### src/hw/rtl/srw_pkg.sv
`timescale 1ns / 1ps
`default_nettype none
// ---------------------------------------------------------------------------
// srw_pkg
// shared constants, codes and types of the selective-repeat sender window
// ---------------------------------------------------------------------------
package srw_pkg;

	localparam int SEQ_SPACE   = 8;
	localparam int SEQ_W       = $clog2(SEQ_SPACE);
	localparam int WIN         = SEQ_SPACE / 2;
	localparam int WIN_W       = $clog2(WIN);
	localparam int CNT_W       = $clog2(WIN + 1);
	localparam int PAY_W       = 32;
	localparam int QUEUE_DEPTH = 2;
	localparam int QPTR_W      = $clog2(QUEUE_DEPTH);
	localparam int QCNT_W      = $clog2(QUEUE_DEPTH + 1);

	// command field of an input word
	typedef enum logic [1:0] {
		CMD_SEND    = 2'd0,
		CMD_ACK     = 2'd1,
		CMD_TIMEOUT = 2'd2
	} cmd_t;

	// classified operation handed from front to back
	typedef enum logic [1:0] {
		OP_SEND    = 2'd0,
		OP_ACK     = 2'd1,
		OP_ACK_BAD = 2'd2,
		OP_TIMEOUT = 2'd3
	} op_t;

	typedef enum logic [2:0] {
		ACT_TRANSMIT    = 3'd0,
		ACT_REFUSED     = 3'd1,
		ACT_RETRANSMIT  = 3'd2,
		ACT_ACK_TAKEN   = 3'd3,
		ACT_ACK_OUTSIDE = 3'd4,
		ACT_ACK_CORRUPT = 3'd5,
		ACT_UNKNOWN_TMO = 3'd6
	} action_t;

	typedef enum logic [1:0] {
		TMR_NONE    = 2'd0,
		TMR_START   = 2'd1,
		TMR_STOP    = 2'd2,
		TMR_RESTART = 2'd3
	} timer_op_t;

	typedef struct packed {
		op_t              op;
		logic [SEQ_W-1:0] seq;
		logic [PAY_W-1:0] payload;
	} op_entry_t;

endpackage
`default_nettype wire

### src/hw/rtl/srw_front.sv
`timescale 1ns / 1ps
`default_nettype none
// ---------------------------------------------------------------------------
// srw_front
// accepts input words and classifies them into queue entries
// ---------------------------------------------------------------------------
module srw_front (
	input  wire logic                       in_valid,
	output logic                            in_stall,
	input  wire logic [1:0]                 cmd,
	input  wire logic [srw_pkg::PAY_W-1:0]  payload_word,
	input  wire logic [srw_pkg::SEQ_W-1:0]  seq_number,
	input  wire logic                       checksum_ok,
	input  wire logic                       q_full,
	output logic                            q_push,
	output srw_pkg::op_entry_t              q_entry
);

	logic keep;

	always_comb begin
		keep          = 1'b1;
		q_entry.op    = srw_pkg::OP_SEND;
		q_entry.seq   = seq_number;
		q_entry.payload = payload_word;
		unique case (cmd)
			srw_pkg::CMD_SEND:    q_entry.op = srw_pkg::OP_SEND;
			srw_pkg::CMD_ACK: begin
				q_entry.op = checksum_ok ? srw_pkg::OP_ACK : srw_pkg::OP_ACK_BAD;
			end
			srw_pkg::CMD_TIMEOUT: q_entry.op = srw_pkg::OP_TIMEOUT;
			// undefined command is taken and dropped
			default:              keep = 1'b0;
		endcase
	end

	assign in_stall = q_full;
	assign q_push   = in_valid && !q_full && keep;

endmodule
`default_nettype wire

### src/hw/rtl/srw_queue.sv
`timescale 1ns / 1ps
`default_nettype none
// ---------------------------------------------------------------------------
// srw_queue
// short fifo of classified operations between front and back
// ---------------------------------------------------------------------------
module srw_queue (
	input  wire logic               clk,
	input  wire logic               arst_n,
	input  wire logic               push,
	input  wire srw_pkg::op_entry_t push_entry,
	output logic                    full,
	output logic                    head_valid,
	output srw_pkg::op_entry_t      head_entry,
	input  wire logic               pop
);

	srw_pkg::op_entry_t                ent_q [srw_pkg::QUEUE_DEPTH];
	logic [srw_pkg::QPTR_W-1:0]        wr_ptr_q;
	logic [srw_pkg::QPTR_W-1:0]        rd_ptr_q;
	logic [srw_pkg::QCNT_W-1:0]        cnt_q;

	assign full       = (cnt_q == srw_pkg::QCNT_W'(srw_pkg::QUEUE_DEPTH));
	assign head_valid = (cnt_q != '0);
	assign head_entry = ent_q[rd_ptr_q];

	always_ff @(posedge clk or negedge arst_n) begin
		if (!arst_n) begin
			wr_ptr_q <= '0;
			rd_ptr_q <= '0;
			cnt_q    <= '0;
		end else begin
			if (push)
				wr_ptr_q <= wr_ptr_q + 1'b1;
			if (pop)
				rd_ptr_q <= rd_ptr_q + 1'b1;
			if (push && !pop)
				cnt_q <= cnt_q + 1'b1;
			else if (!push && pop)
				cnt_q <= cnt_q - 1'b1;
		end
	end

	always_ff @(posedge clk) begin
		if (push)
			ent_q[wr_ptr_q] <= push_entry;
	end

endmodule
`default_nettype wire

### src/hw/rtl/srw_back.sv
`timescale 1ns / 1ps
`default_nettype none
// ---------------------------------------------------------------------------
// srw_back
// window state, lookup and update, result register
// ---------------------------------------------------------------------------
module srw_back (
	input  wire logic                       clk,
	input  wire logic                       arst_n,
	input  wire logic                       q_valid,
	input  wire srw_pkg::op_entry_t         q_entry,
	output logic                            q_pop,
	output logic                            out_valid,
	input  wire logic                       out_stall,
	output logic [2:0]                      action,
	output logic [srw_pkg::SEQ_W-1:0]       pkt_seq,
	output logic [srw_pkg::PAY_W-1:0]       pkt_payload,
	output logic [1:0]                      timer_op,
	output logic                            window_full,
	output logic [srw_pkg::CNT_W-1:0]       in_flight,
	output logic [srw_pkg::SEQ_W-1:0]       window_base
);

	localparam logic [srw_pkg::CNT_W-1:0] WIN_CNT = srw_pkg::CNT_W'(srw_pkg::WIN);

	typedef enum logic [2:0] {
		ST_IDLE = 3'b001,
		ST_LOOK = 3'b010,
		ST_EXEC = 3'b100
	} state_t;

	state_t                         state_q;

	// window state; entry of sequence s lives in slot s mod WIN
	logic [srw_pkg::CNT_W-1:0]      cnt_q;
	logic [srw_pkg::SEQ_W-1:0]      next_q;
	logic [srw_pkg::SEQ_W-1:0]      base_q;
	logic [srw_pkg::WIN-1:0]        marks_q;
	logic [srw_pkg::PAY_W-1:0]      pay_mem [srw_pkg::WIN];

	srw_pkg::op_t                   op_s1;
	logic [srw_pkg::SEQ_W-1:0]      seq_s1;
	logic [srw_pkg::PAY_W-1:0]      pay_s1;
	logic                           hit_s2;
	logic [srw_pkg::PAY_W-1:0]      rdpay_s2;

	srw_pkg::action_t               action_q;
	srw_pkg::timer_op_t             timer_op_q;
	logic                           out_valid_q;
	logic [srw_pkg::SEQ_W-1:0]      pkt_seq_q;
	logic [srw_pkg::PAY_W-1:0]      pkt_payload_q;
	logic                           window_full_q;
	logic [srw_pkg::CNT_W-1:0]      in_flight_q;
	logic [srw_pkg::SEQ_W-1:0]      window_base_q;

	logic                           out_free;
	logic                           commit;
	logic [srw_pkg::SEQ_W-1:0]      seq_off;

	srw_pkg::action_t               act_d;
	srw_pkg::timer_op_t             top_d;
	logic [srw_pkg::SEQ_W-1:0]      pseq_d;
	logic [srw_pkg::PAY_W-1:0]      ppay_d;
	logic [srw_pkg::CNT_W-1:0]      cnt_d;
	logic [srw_pkg::SEQ_W-1:0]      next_d;
	logic [srw_pkg::SEQ_W-1:0]      base_d;
	logic [srw_pkg::WIN-1:0]        marks_d;
	logic                           wr_en;

	assign out_free = !out_valid_q || !out_stall;
	assign commit   = (state_q == ST_EXEC) && out_free;
	assign q_pop    = q_valid && ((state_q == ST_IDLE) || commit);
	assign seq_off  = seq_s1 - base_q;

	// execute step: outcome and next window state
	always_comb begin
		logic [srw_pkg::WIN-1:0]    marks_set;
		logic [srw_pkg::WIN-1:0]    clr;
		logic [srw_pkg::CNT_W-1:0]  run;
		logic [srw_pkg::WIN_W-1:0]  idx;
		logic                       alive;

		act_d     = srw_pkg::ACT_UNKNOWN_TMO;
		top_d     = srw_pkg::TMR_NONE;
		pseq_d    = seq_s1;
		ppay_d    = '0;
		cnt_d     = cnt_q;
		next_d    = next_q;
		base_d    = base_q;
		marks_d   = marks_q;
		wr_en     = 1'b0;
		marks_set = marks_q;
		clr       = '0;
		run       = '0;
		idx       = '0;
		alive     = 1'b1;

		unique case (op_s1)
			srw_pkg::OP_SEND: begin
				pseq_d = next_q;
				if (cnt_q < WIN_CNT) begin
					act_d   = srw_pkg::ACT_TRANSMIT;
					top_d   = srw_pkg::TMR_START;
					ppay_d  = pay_s1;
					wr_en   = 1'b1;
					marks_d[next_q[srw_pkg::WIN_W-1:0]] = 1'b0;
					cnt_d   = cnt_q + 1'b1;
					next_d  = next_q + 1'b1;
				end else begin
					act_d = srw_pkg::ACT_REFUSED;
				end
			end
			srw_pkg::OP_ACK_BAD: act_d = srw_pkg::ACT_ACK_CORRUPT;
			srw_pkg::OP_ACK: begin
				top_d = srw_pkg::TMR_STOP;
				if (hit_s2) begin
					act_d = srw_pkg::ACT_ACK_TAKEN;
					marks_set[seq_s1[srw_pkg::WIN_W-1:0]] = 1'b1;
					// drop the leading run of acked entries from the base
					for (int k = 0; k < srw_pkg::WIN; k++) begin
						idx = base_q[srw_pkg::WIN_W-1:0] + srw_pkg::WIN_W'(k);
						if (alive && (srw_pkg::CNT_W'(k) < cnt_q) && marks_set[idx]) begin
							run      = run + 1'b1;
							clr[idx] = 1'b1;
						end else begin
							alive = 1'b0;
						end
					end
					marks_d = marks_set & ~clr;
					cnt_d   = cnt_q - run;
					base_d  = base_q + srw_pkg::SEQ_W'(run);
				end else begin
					act_d = srw_pkg::ACT_ACK_OUTSIDE;
				end
			end
			srw_pkg::OP_TIMEOUT: begin
				if (hit_s2) begin
					act_d  = srw_pkg::ACT_RETRANSMIT;
					top_d  = srw_pkg::TMR_RESTART;
					ppay_d = rdpay_s2;
				end
			end
			default: act_d = srw_pkg::ACT_UNKNOWN_TMO;
		endcase
	end

	always_ff @(posedge clk or negedge arst_n) begin
		if (!arst_n) begin
			state_q     <= ST_IDLE;
			cnt_q       <= '0;
			next_q      <= '0;
			base_q      <= '0;
			marks_q     <= '0;
			out_valid_q <= 1'b0;
		end else begin
			if (commit)
				out_valid_q <= 1'b1;
			else if (out_valid_q && !out_stall)
				out_valid_q <= 1'b0;
			unique case (state_q)
				ST_IDLE: begin
					if (q_valid)
						state_q <= ST_LOOK;
				end
				ST_LOOK: state_q <= ST_EXEC;
				ST_EXEC: begin
					if (commit) begin
						cnt_q       <= cnt_d;
						next_q      <= next_d;
						base_q      <= base_d;
						marks_q     <= marks_d;
						state_q     <= q_valid ? ST_LOOK : ST_IDLE;
					end
				end
				default: state_q <= ST_IDLE;
			endcase
		end
	end

	// payload store, registered read at lookup
	always_ff @(posedge clk) begin
		if (commit && wr_en)
			pay_mem[next_q[srw_pkg::WIN_W-1:0]] <= pay_s1;
		if (state_q == ST_LOOK)
			rdpay_s2 <= pay_mem[seq_s1[srw_pkg::WIN_W-1:0]];
	end

	always_ff @(posedge clk) begin
		if (q_pop) begin
			op_s1  <= q_entry.op;
			seq_s1 <= q_entry.seq;
			pay_s1 <= q_entry.payload;
		end
		if (state_q == ST_LOOK)
			hit_s2 <= (srw_pkg::CNT_W'(seq_off) < cnt_q) && (seq_off < srw_pkg::SEQ_W'(srw_pkg::WIN));
		if (commit) begin
			action_q      <= act_d;
			timer_op_q    <= top_d;
			pkt_seq_q     <= pseq_d;
			pkt_payload_q <= ppay_d;
			window_full_q <= (cnt_d == WIN_CNT);
			in_flight_q   <= cnt_d;
			window_base_q <= base_d;
		end
	end

	assign out_valid   = out_valid_q;
	assign action      = action_q;
	assign timer_op    = timer_op_q;
	assign pkt_seq     = pkt_seq_q;
	assign pkt_payload = pkt_payload_q;
	assign window_full = window_full_q;
	assign in_flight   = in_flight_q;
	assign window_base = window_base_q;

endmodule
`default_nettype wire

### src/hw/rtl/selective_repeat_sender_window_top.sv
`timescale 1ns / 1ps
`default_nettype none
// ---------------------------------------------------------------------------
// selective_repeat_sender_window_top
// selective-repeat arq sender: window of four outstanding packets over an
// eight-number sequence space
// ---------------------------------------------------------------------------
// usage
//   input channel (in_valid / in_stall) carries one command word: send,
//   acknowledgement or timer expiry. command code 3 is taken and dropped.
//   output channel (out_valid / out_stall) carries one result word per
//   command: action, sequence, payload, timer operation and window status.
// processing
//   a taken word passes the queue, then the back end's lookup and update
//   steps, and the update writes the output register. the back end works
//   on one word at a time: it pops the next word only as it commits the
//   last. a two-word queue sits between front and back.
// reset
//   arst_n clears the window: no packets in flight, next and base at 0,
//   all ack marks clear. the payload store is not cleared.
// receiver stall
//   a finished result holds in the output register while out_stall is high;
//   the back end waits in its update step and the queue keeps filling until
//   full, at which point in_stall rises.
// ---------------------------------------------------------------------------
module selective_repeat_sender_window_top (
	input  wire logic                       clk,
	input  wire logic                       arst_n,
	// command words
	input  wire logic                       in_valid,
	output logic                            in_stall,
	input  wire logic [1:0]                 cmd,
	input  wire logic [srw_pkg::PAY_W-1:0]  payload_word,
	input  wire logic [srw_pkg::SEQ_W-1:0]  seq_number,
	input  wire logic                       checksum_ok,
	// result words
	output logic                            out_valid,
	input  wire logic                       out_stall,
	output logic [2:0]                      action,
	output logic [srw_pkg::SEQ_W-1:0]       pkt_seq,
	output logic [srw_pkg::PAY_W-1:0]       pkt_payload,
	output logic [1:0]                      timer_op,
	output logic                            window_full,
	output logic [srw_pkg::CNT_W-1:0]       in_flight,
	output logic [srw_pkg::SEQ_W-1:0]       window_base
);

	// front to queue
	logic                  q_full;
	logic                  q_push;
	srw_pkg::op_entry_t    q_push_entry;

	// queue to back
	logic                  q_head_valid;
	srw_pkg::op_entry_t    q_head_entry;
	logic                  q_pop;

	// decode of command words, dropping undefined codes
	srw_front u_front (
		.in_valid     (in_valid),
		.in_stall     (in_stall),
		.cmd          (cmd),
		.payload_word (payload_word),
		.seq_number   (seq_number),
		.checksum_ok  (checksum_ok),
		.q_full       (q_full),
		.q_push       (q_push),
		.q_entry      (q_push_entry)
	);

	// decouples input acceptance from window processing
	srw_queue u_queue (
		.clk        (clk),
		.arst_n     (arst_n),
		.push       (q_push),
		.push_entry (q_push_entry),
		.full       (q_full),
		.head_valid (q_head_valid),
		.head_entry (q_head_entry),
		.pop        (q_pop)
	);

	// window state machine and result register
	srw_back u_back (
		.clk         (clk),
		.arst_n      (arst_n),
		.q_valid     (q_head_valid),
		.q_entry     (q_head_entry),
		.q_pop       (q_pop),
		.out_valid   (out_valid),
		.out_stall   (out_stall),
		.action      (action),
		.pkt_seq     (pkt_seq),
		.pkt_payload (pkt_payload),
		.timer_op    (timer_op),
		.window_full (window_full),
		.in_flight   (in_flight),
		.window_base (window_base)
	);

endmodule
`default_nettype wire

### config.mk
export PLATFORM = sky130hd
export DESIGN_NAME = selective_repeat_sender_window_top
export DESIGN_NICKNAME = d
export VERILOG_FILES = /design/src/hw/rtl/srw_pkg.sv /design/src/hw/rtl/srw_front.sv /design/src/hw/rtl/srw_queue.sv /design/src/hw/rtl/srw_back.sv /design/src/hw/rtl/selective_repeat_sender_window_top.sv
export SDC_FILE = /design/constraint.sdc
export NUM_CORES = 1
export LEC_CHECK = 0
export BUFFER_PORTS_ARGS = -buffer_cell sky130_fd_sc_hd__buf_2
export CAP_MARGIN = 40
export CORE_MARGIN = 5
export CORE_UTILIZATION = 60
export CTS_CLUSTER_SIZE = 8
export DETAILED_ROUTE_END_ITERATION = 10
export PLACE_DENSITY = 0.79
export SYNTH_ARGS = -nofsm -noshare
export SYNTH_HDL_FRONTEND = slang
export SYNTH_SLANG_ARGS = --single-unit
### constraint.sdc
create_clock -name clk -period 6.1 [get_ports clk]
set_clock_uncertainty 0.05 [all_clocks]
set_input_delay 0.915 -clock clk [delete_from_list [all_inputs] [get_ports clk]]
set_output_delay 0.915 -clock clk [all_outputs]
set_load 0.05 [all_outputs]
* Word-level counts from Yosys, hierarchy flattened
Memories as Yosys holds them, arrays and structs flattened. A register that Yosys moved wholly into a read port is not among the register bits.
Index checks and enable logic that the tools add are counted.
W data, S select, Z words.
** Storage, ports and cells
- Memories :: 2
- RAM bits :: 202
- Word-level logic and storage cells :: 204
- Register bits :: 69
** Memory list
- u_back.pay_mem :: depth 4, width 32, read ports 1, clocked after Yosys merged registers in 1, write ports 1, line srw_back.sv:39 : logic [srw_pkg::PAY_W-1:0] pay_mem [srw_pkg::WIN];
- u_queue.ent_q :: depth 2, width 37, read ports 1, clocked after Yosys merged registers in 1, write ports 1, line srw_queue.sv:18 : srw_pkg::op_entry_t ent_q [srw_pkg::QUEUE_DEPTH];
** Cells by class
- Reductions and logical operators :: 40
- Order comparisons :: 19
- Bitwise logic cells :: 8
- Equality and inequality tests :: 14
- Add/subtract/negate cells :: 15
- Muxes and demuxes :: 89
** Operators by type and width (number)
- $mux W32 :: 2
- $pmux W32 S2 :: 1
- $mux W3 :: 20
- $mux W4 :: 14
- $mux W1 :: 31
- $logic_and A1 B1 Y1 :: 22
- $lt A2 B3 Y1 const B :: 6
- $or A4 B4 Y4 :: 4
- $add A3 B1 Y3 const B :: 5
- $demux W1 S2 :: 6
- $ge A2 B1 Y1 const B :: 6
- $pmux W3 S4 :: 1
- $mux W2 :: 5
- $pmux W3 S3 :: 1
- $and A4 B4 Y4 :: 2
- $bmux W1 S2 :: 4
- $eq A2 B2 Y1 const B :: 4
- $ne A2 B1 Y1 const B :: 4
- $not A4 Y4 :: 2
- $pmux W4 S2 :: 1
- $reduce_bool A2 Y1 :: 4
- $eq A3 B3 Y1 const B :: 2
- $lt A1 B3 Y1 const A :: 2
- $lt A2 B3 Y1 const A :: 2
- 21 further kinds :: 34

* Longest topological paths before layout
- Depth after elaboration :: 30
- Gate-level depth with buffers :: 17

* By module
Synthesis repeated with hierarchy kept, for this count alone.
** Second synthesis, totals
- Cell total of the unflattened synthesis :: 750
- Area, all modules :: 13676.9 µm²
** By module, submodules not included
- srw_back :: seq. area each 7783.7 µm², times used 1, cells an instance 572, area each 10385.0 µm²
- srw_queue :: seq. area each 2322.2 µm², times used 1, cells an instance 131, area each 2941.6 µm²
- srw_front :: seq. area each 0.0 µm², times used 1, cells an instance 47, area each 350.3 µm²

* Least setup slack after synthesis
Ideal clock, no wire load.
- Path kind :: input port to flip-flop
- From :: input port out_stall
- To :: register u_queue.cnt_q[1] (netlist name)
- Data arrival time :: 4.799 ns
- Cell stages on the path :: 8
- Setup slack :: 1.171 ns
- Setup time :: 0.079 ns
- Cells stage by stage :: nand2_1 -> nand3b_1 -> a211oi_1 -> inv_1 -> ha_1 -> xor2_1 -> nor2_1 -> xor2_1
** Between the ends
- Word-level cells in the longest chain between the ends :: 8
** RTL lines
- from (decl) :: line selective_repeat_sender_window_top.sv:38 : input wire logic out_stall,
- $logic_not A1 Y1 (*) :: line srw_back.sv:70 : assign out_free = !out_valid_q || !out_stall;
- $logic_or A1 B1 Y1 (*) :: line srw_back.sv:70
- $logic_and A1 B1 Y1 (*) :: line srw_back.sv:71 : assign commit = (state_q == ST_EXEC) && out_free;
- $logic_or A1 B1 Y1 (*) :: line srw_back.sv:72 : assign q_pop = q_valid && ((state_q == ST_IDLE) || commit);
- $logic_and A1 B1 Y1 (*) :: line srw_back.sv:72
- named net q_pop :: line selective_repeat_sender_window_top.sv:56 : logic q_pop;
- $logic_not A1 Y1 :: line srw_queue.sv:37 : if (push && !pop)
- $logic_and A1 B1 Y1 :: line srw_queue.sv:37
- $mux W2 / $reduce_bool A2 Y1 (equally long branches)
- to (signal assigned) :: line srw_queue.sv:38 : cnt_q <= cnt_q + 1'b1;
- to (signal assigned) :: line srw_queue.sv:40 : cnt_q <= cnt_q - 1'b1;
- to (decl) :: line srw_queue.sv:21 : logic [srw_pkg::QCNT_W-1:0] cnt_q;
The timed path passes the listed nets; every way through them passes the cells marked *.
A chain may end at the register's enable or synchronous reset.

* Worst setup path in the final report
- From :: register u_back.seq_s1[1] (netlist name), read port of u_queue.ent_q
- To :: register u_back.window_full_q, in the netlist u_back.window_full, data pin
** Between the ends
- Word-level cells in the longest chain between the ends :: 30
** RTL lines
- from (decl) :: line srw_back.sv:42 : logic [srw_pkg::SEQ_W-1:0] seq_s1;
- $lt A2 B3 Y1 (not written as such) / $ge A2 B1 Y1 (equally long branches) :: line srw_back.sv:118 : marks_set[seq_s1[srw_pkg::WIN_W-1:0]] = 1'b1;
- $logic_and A1 B1 Y1 (not written as such) :: line srw_back.sv:118
- $mux W1 (not written as such) :: line srw_back.sv:118
- $demux W1 S2 (*)
- $or A4 B4 Y4 (no line) (*)
- branches (longest 18 deep; another with $add A3 B1 Y3)
- $mux W3 (*) :: line srw_back.sv:122 : if (alive && (srw_pkg::CNT_W'(k) < cnt_q) && marks_set[idx]) begin
- $mux W3 (*) :: line srw_back.sv:116 : if (hit_s2) begin
- $mux W3 (*) :: line srw_back.sv:98 : unique case (op_s1)
- $sub A3 B3 Y3 (*) :: line srw_back.sv:130 : cnt_d = cnt_q - run;
- $mux W3 (*) :: line srw_back.sv:116
- $pmux W3 S2 (*) :: line srw_back.sv:98
- named net u_back.cnt_d, one bit :: line srw_back.sv:64 : logic [srw_pkg::CNT_W-1:0] cnt_d;
- $eq A3 B3 Y1 (*) :: line srw_back.sv:201 : window_full_q <= (cnt_d == WIN_CNT);
- to (signal assigned) :: line srw_back.sv:201
- to (decl) :: line srw_back.sv:52 : logic window_full_q;
Mark *: on every way through the listed nets, which the timed path passes. The select of a mux whose other input is x is not followed.

==> results.cfg <==
[setup_path]
cp_slowest_cell = edfxtp_1
slowest_delay_ns = 0.85
start_kind = flop
reg2reg_depth = 15
worstSetupPathType = reg -> reg
crit_path_max_fanout = 17
crit_cells = 15
crit_arrival_ns = 5.20
critical-path-top-delay-family = simple AND/OR/NAND/NOR gates
crit_chain = inv_1 -> o211ai_1 -> o311a_1 -> and2_1 -> ha_1 -> nor2b_1 -> nand3_1 -> xnor2_1 -> ha_1 -> o21a_1 -> fa_1 -> and3_1 -> mux2i_1 -> mux2i_1 -> and4b_1
critPathBufInv = 1
worstSetupEndpointType = flop
cp.required_ns = 6.46

[sta]
period_needed_ns = 4.84
final-setup-viol-count = 0
tightest_slew_ns = 0.855
fin_tns_setup_ns = 0
period_share = 0.794
rsz0062_at_grt = no
slew_viol_final = 0
max_freq_mhz = 206
hold_viol = 0
max_slew_margin = 0.430

[route]
first_pass_iters = 5
avgViaCountPerCell = 6.03
routed-wl-met3_mm = 1.83
drt_iter0_drc = 599
wl_met2_mm = 14.2
routed.top_layer = met4
num_vias = 6929
antenna_left = 0
wl_met1_mm = 10.5
wirelength_mm = 27.1
wire_per_inst_microns = 23.5
drc_errors = 0

[synthesis]
synth_cells = 715
synth-compound-area-share = 0.0487
synth_xor_area_frac = 0.0114
avgSynthCellArea_sq_um = 18.5
synth_warnings = 0
synth_mux_area_frac = 0.0934
ys_types = 47
netlist_area_sq_um = 13200
synth_top_family_by_area = multiplexers
yosysTopAreaCell = edfxtp_1
yosys_register_bits = 340
synth_top_area_share = 0.726
yosys.area_share.simple = 0.0388
synth-edff-count = 319
async_flop_share = 0.0618
synth_nets = 784
dominantRegCellSynth = edfxtp_1
yosys.area_share.adder = 0.0273
ys_seq_area_frac = 0.766
yosys-top-cells-area = edfxtp_1 73%, mux4_2 5.5%, dfrtp_1 3.8%, mux2_2 3.5%, ha_1 2.3%

[grt]
grt_pass1_vias = 7357
grt_first_pass_wirelength_mm = 41.7
grt_max_degree = 64
antenna_found_initial = 1
overflow = 0
grt_util_all_layers = 0.222

[clock_network]
clk_pin_slew_ns = 0.06
cts_resized = 0
htreeDepth = 2
cts_root_buf = clkbuf_16
cts_setup_buffers = 0
cts_buffers = 48
clkLatencyLatePin_ns = 0.54
cts_tree = yes
clock_path_buffers = 3
cts_hold_buffers = 0
cts.sinks = 340

[finish]
area_growth_pct = 18.0
final_common_cell = edfxtp_1
drive_gt1_frac = 0.283
finish.utilization = 0.715
nets = 909
num-fill-cells = 1307
mostFrequentLayoutCells = 319 x edfxtp_1, 90 x buf_2, 55 x nor2_1

[floorplan]
die_x_microns = 158
die_h_microns = 158
die_area_sq_um = 25100
io_pins = 91
initial_utilization = 0.607
core_area_sq_um = 21800
row_count = 54

[power]
p_leak_nw = 5.44
p_sw_frac = 0.298
seq_power_share = 0.465
power.total_mw = 7.68
power_density_nw_per_um2 = 493
power_frac_comb = 0.220
p_sw_mw = 2.28
ir_drop_uv = 303
p_int_mw = 5.39
power_frac_clock = 0.315

[place]
gp_congestion = 0.842
portBuffers = 90
detailed_place_hpwl_mm = 16.3

[run]
max-cap-violations = 0

[hold_path]
min_path_type = in -> async

[outcome]
status = finished clean
stage by stage:
| stage | worst slack, ns | hold slack, ns | cell area [sq um] | std cells |
|---|---|---|---|---|
| global route | 0.898 | 0.349 | 15600 | 1150 |
| CTS | 1.25 | 0.322 | 15600 | 1149 |
| finish | 1.26 | 0.319 | 15600 | 1150 |
| floorplan | 1.17 | 0.386 | 13200 | 715 |
| detailed placement | 1.34 | 0.410 | 14200 | 1070 |
| global placement | 1.53 | 0.401 | 14000 | 1063 |
routing by layer:
layer / vias up / GRT usage
li1: 3059 / -
met1: 3537 / 0.291
met2: 285 / 0.387
met3: 48 / 0.0389
met4: 0 / 0.0670
met5: - / 0
worst reg2reg max path: stages (launching register included):
cell	delay, ns
edfxtp_1	0.85
inv_1	0.27
o211ai_1	0.25
o311a_1	0.33
and2_1	0.24
ha_1	0.22
nor2b_1	0.18
nand3_1	0.20
xnor2_1	0.22
ha_1	0.25
o21a_1	0.23
fa_1	0.45
and3_1	0.19
mux2i_1	0.27
mux2i_1	0.30
and4b_1	0.21
registers in the layout, summed over array words and instances (netlist names):
signal and count:
u_back.pkt_seq 3, u_back.timer_op 2, u_back.next_q 3, u_back.state_q 3
u_back.out_valid 1, u_back.marks_q 4, u_back.pay_s1 32, u_back.in_flight 3
u_queue.ent_q 74, u_back.pay_mem 128, u_queue.cnt_q 2, u_back.base_q 3
u_queue.wr_ptr_q 1, u_back.window_full 1, u_back.action 3, u_back.hit_s2 1
u_back.seq_s1 3, u_back.op_s1 2, u_back.cnt_q 3, u_back.pkt_payload 32
u_back.window_base 3, u_back.rdpay_s2 32, u_queue.rd_ptr_q 1
final timing paths:
check                                           to  slack [ns]             start
worst max-delay path            u_back.window_full        1.26  u_back.seq_s1[1]
worst min-delay path             u_back.marks_q[2]        0.32            arst_n
max in group asynchronous         u_queue.rd_ptr_q        5.25            arst_n
worst min register to register    u_back.next_q[2]        0.42  u_back.next_q[2]
min in group clk                  u_back.next_q[2]        0.42  u_back.next_q[2]
worst max register to register  u_back.window_full        1.26  u_back.seq_s1[1]
final cells by class:
type                       instances  area [sq um]  area share
sequential                       340         10100       0.649
multi-input combinational        326          2950       0.190
clock buffer                      77          1330      0.0855
timing repair buffer             105           703      0.0452
tap                              280           350      0.0225
inverter                          19          71.3     0.00458
clock inverter                     2          50.0     0.00322
antenna                            1          2.50    0.000161
cells in the mapped netlist (5+ instances only):
master	count
a211oi_1	5
a21oi_1	15
a22oi_1	34
and2_1	7
and3_1	6
buf_1	6
clkbuf_1	22
dfrtp_1	20
edfxtp_1	319
ha_1	24
inv_1	19
mux2_2	41
mux2i_1	5
mux4_2	32
nand2_1	22
nor2_1	56
nor2b_1	7
o211ai_1	5
o21ai_0	19
xnor2_1	7
xor2_1	7
cell families after synthesis:
kind of cell | count (synthesis)
adders and majority gates | 27
AOI/OAI and AO/OA | 95
and+or+nand+nor | 111
muxes | 78
xor gates and xnor gates | 15
buffers and inverters | 49
DFF | 340
power groups by stage:
stage	registers [mW]	logic [mW]	clock network, mW
floorplan	3.55	1.13	0
global placement	3.58	1.57	0
detailed placement	3.60	1.69	0
CTS	3.57	1.71	2.46
global route	3.61	1.82	2.58
finish	3.57	1.69	2.42
Power figures use the tool's default switching activity.
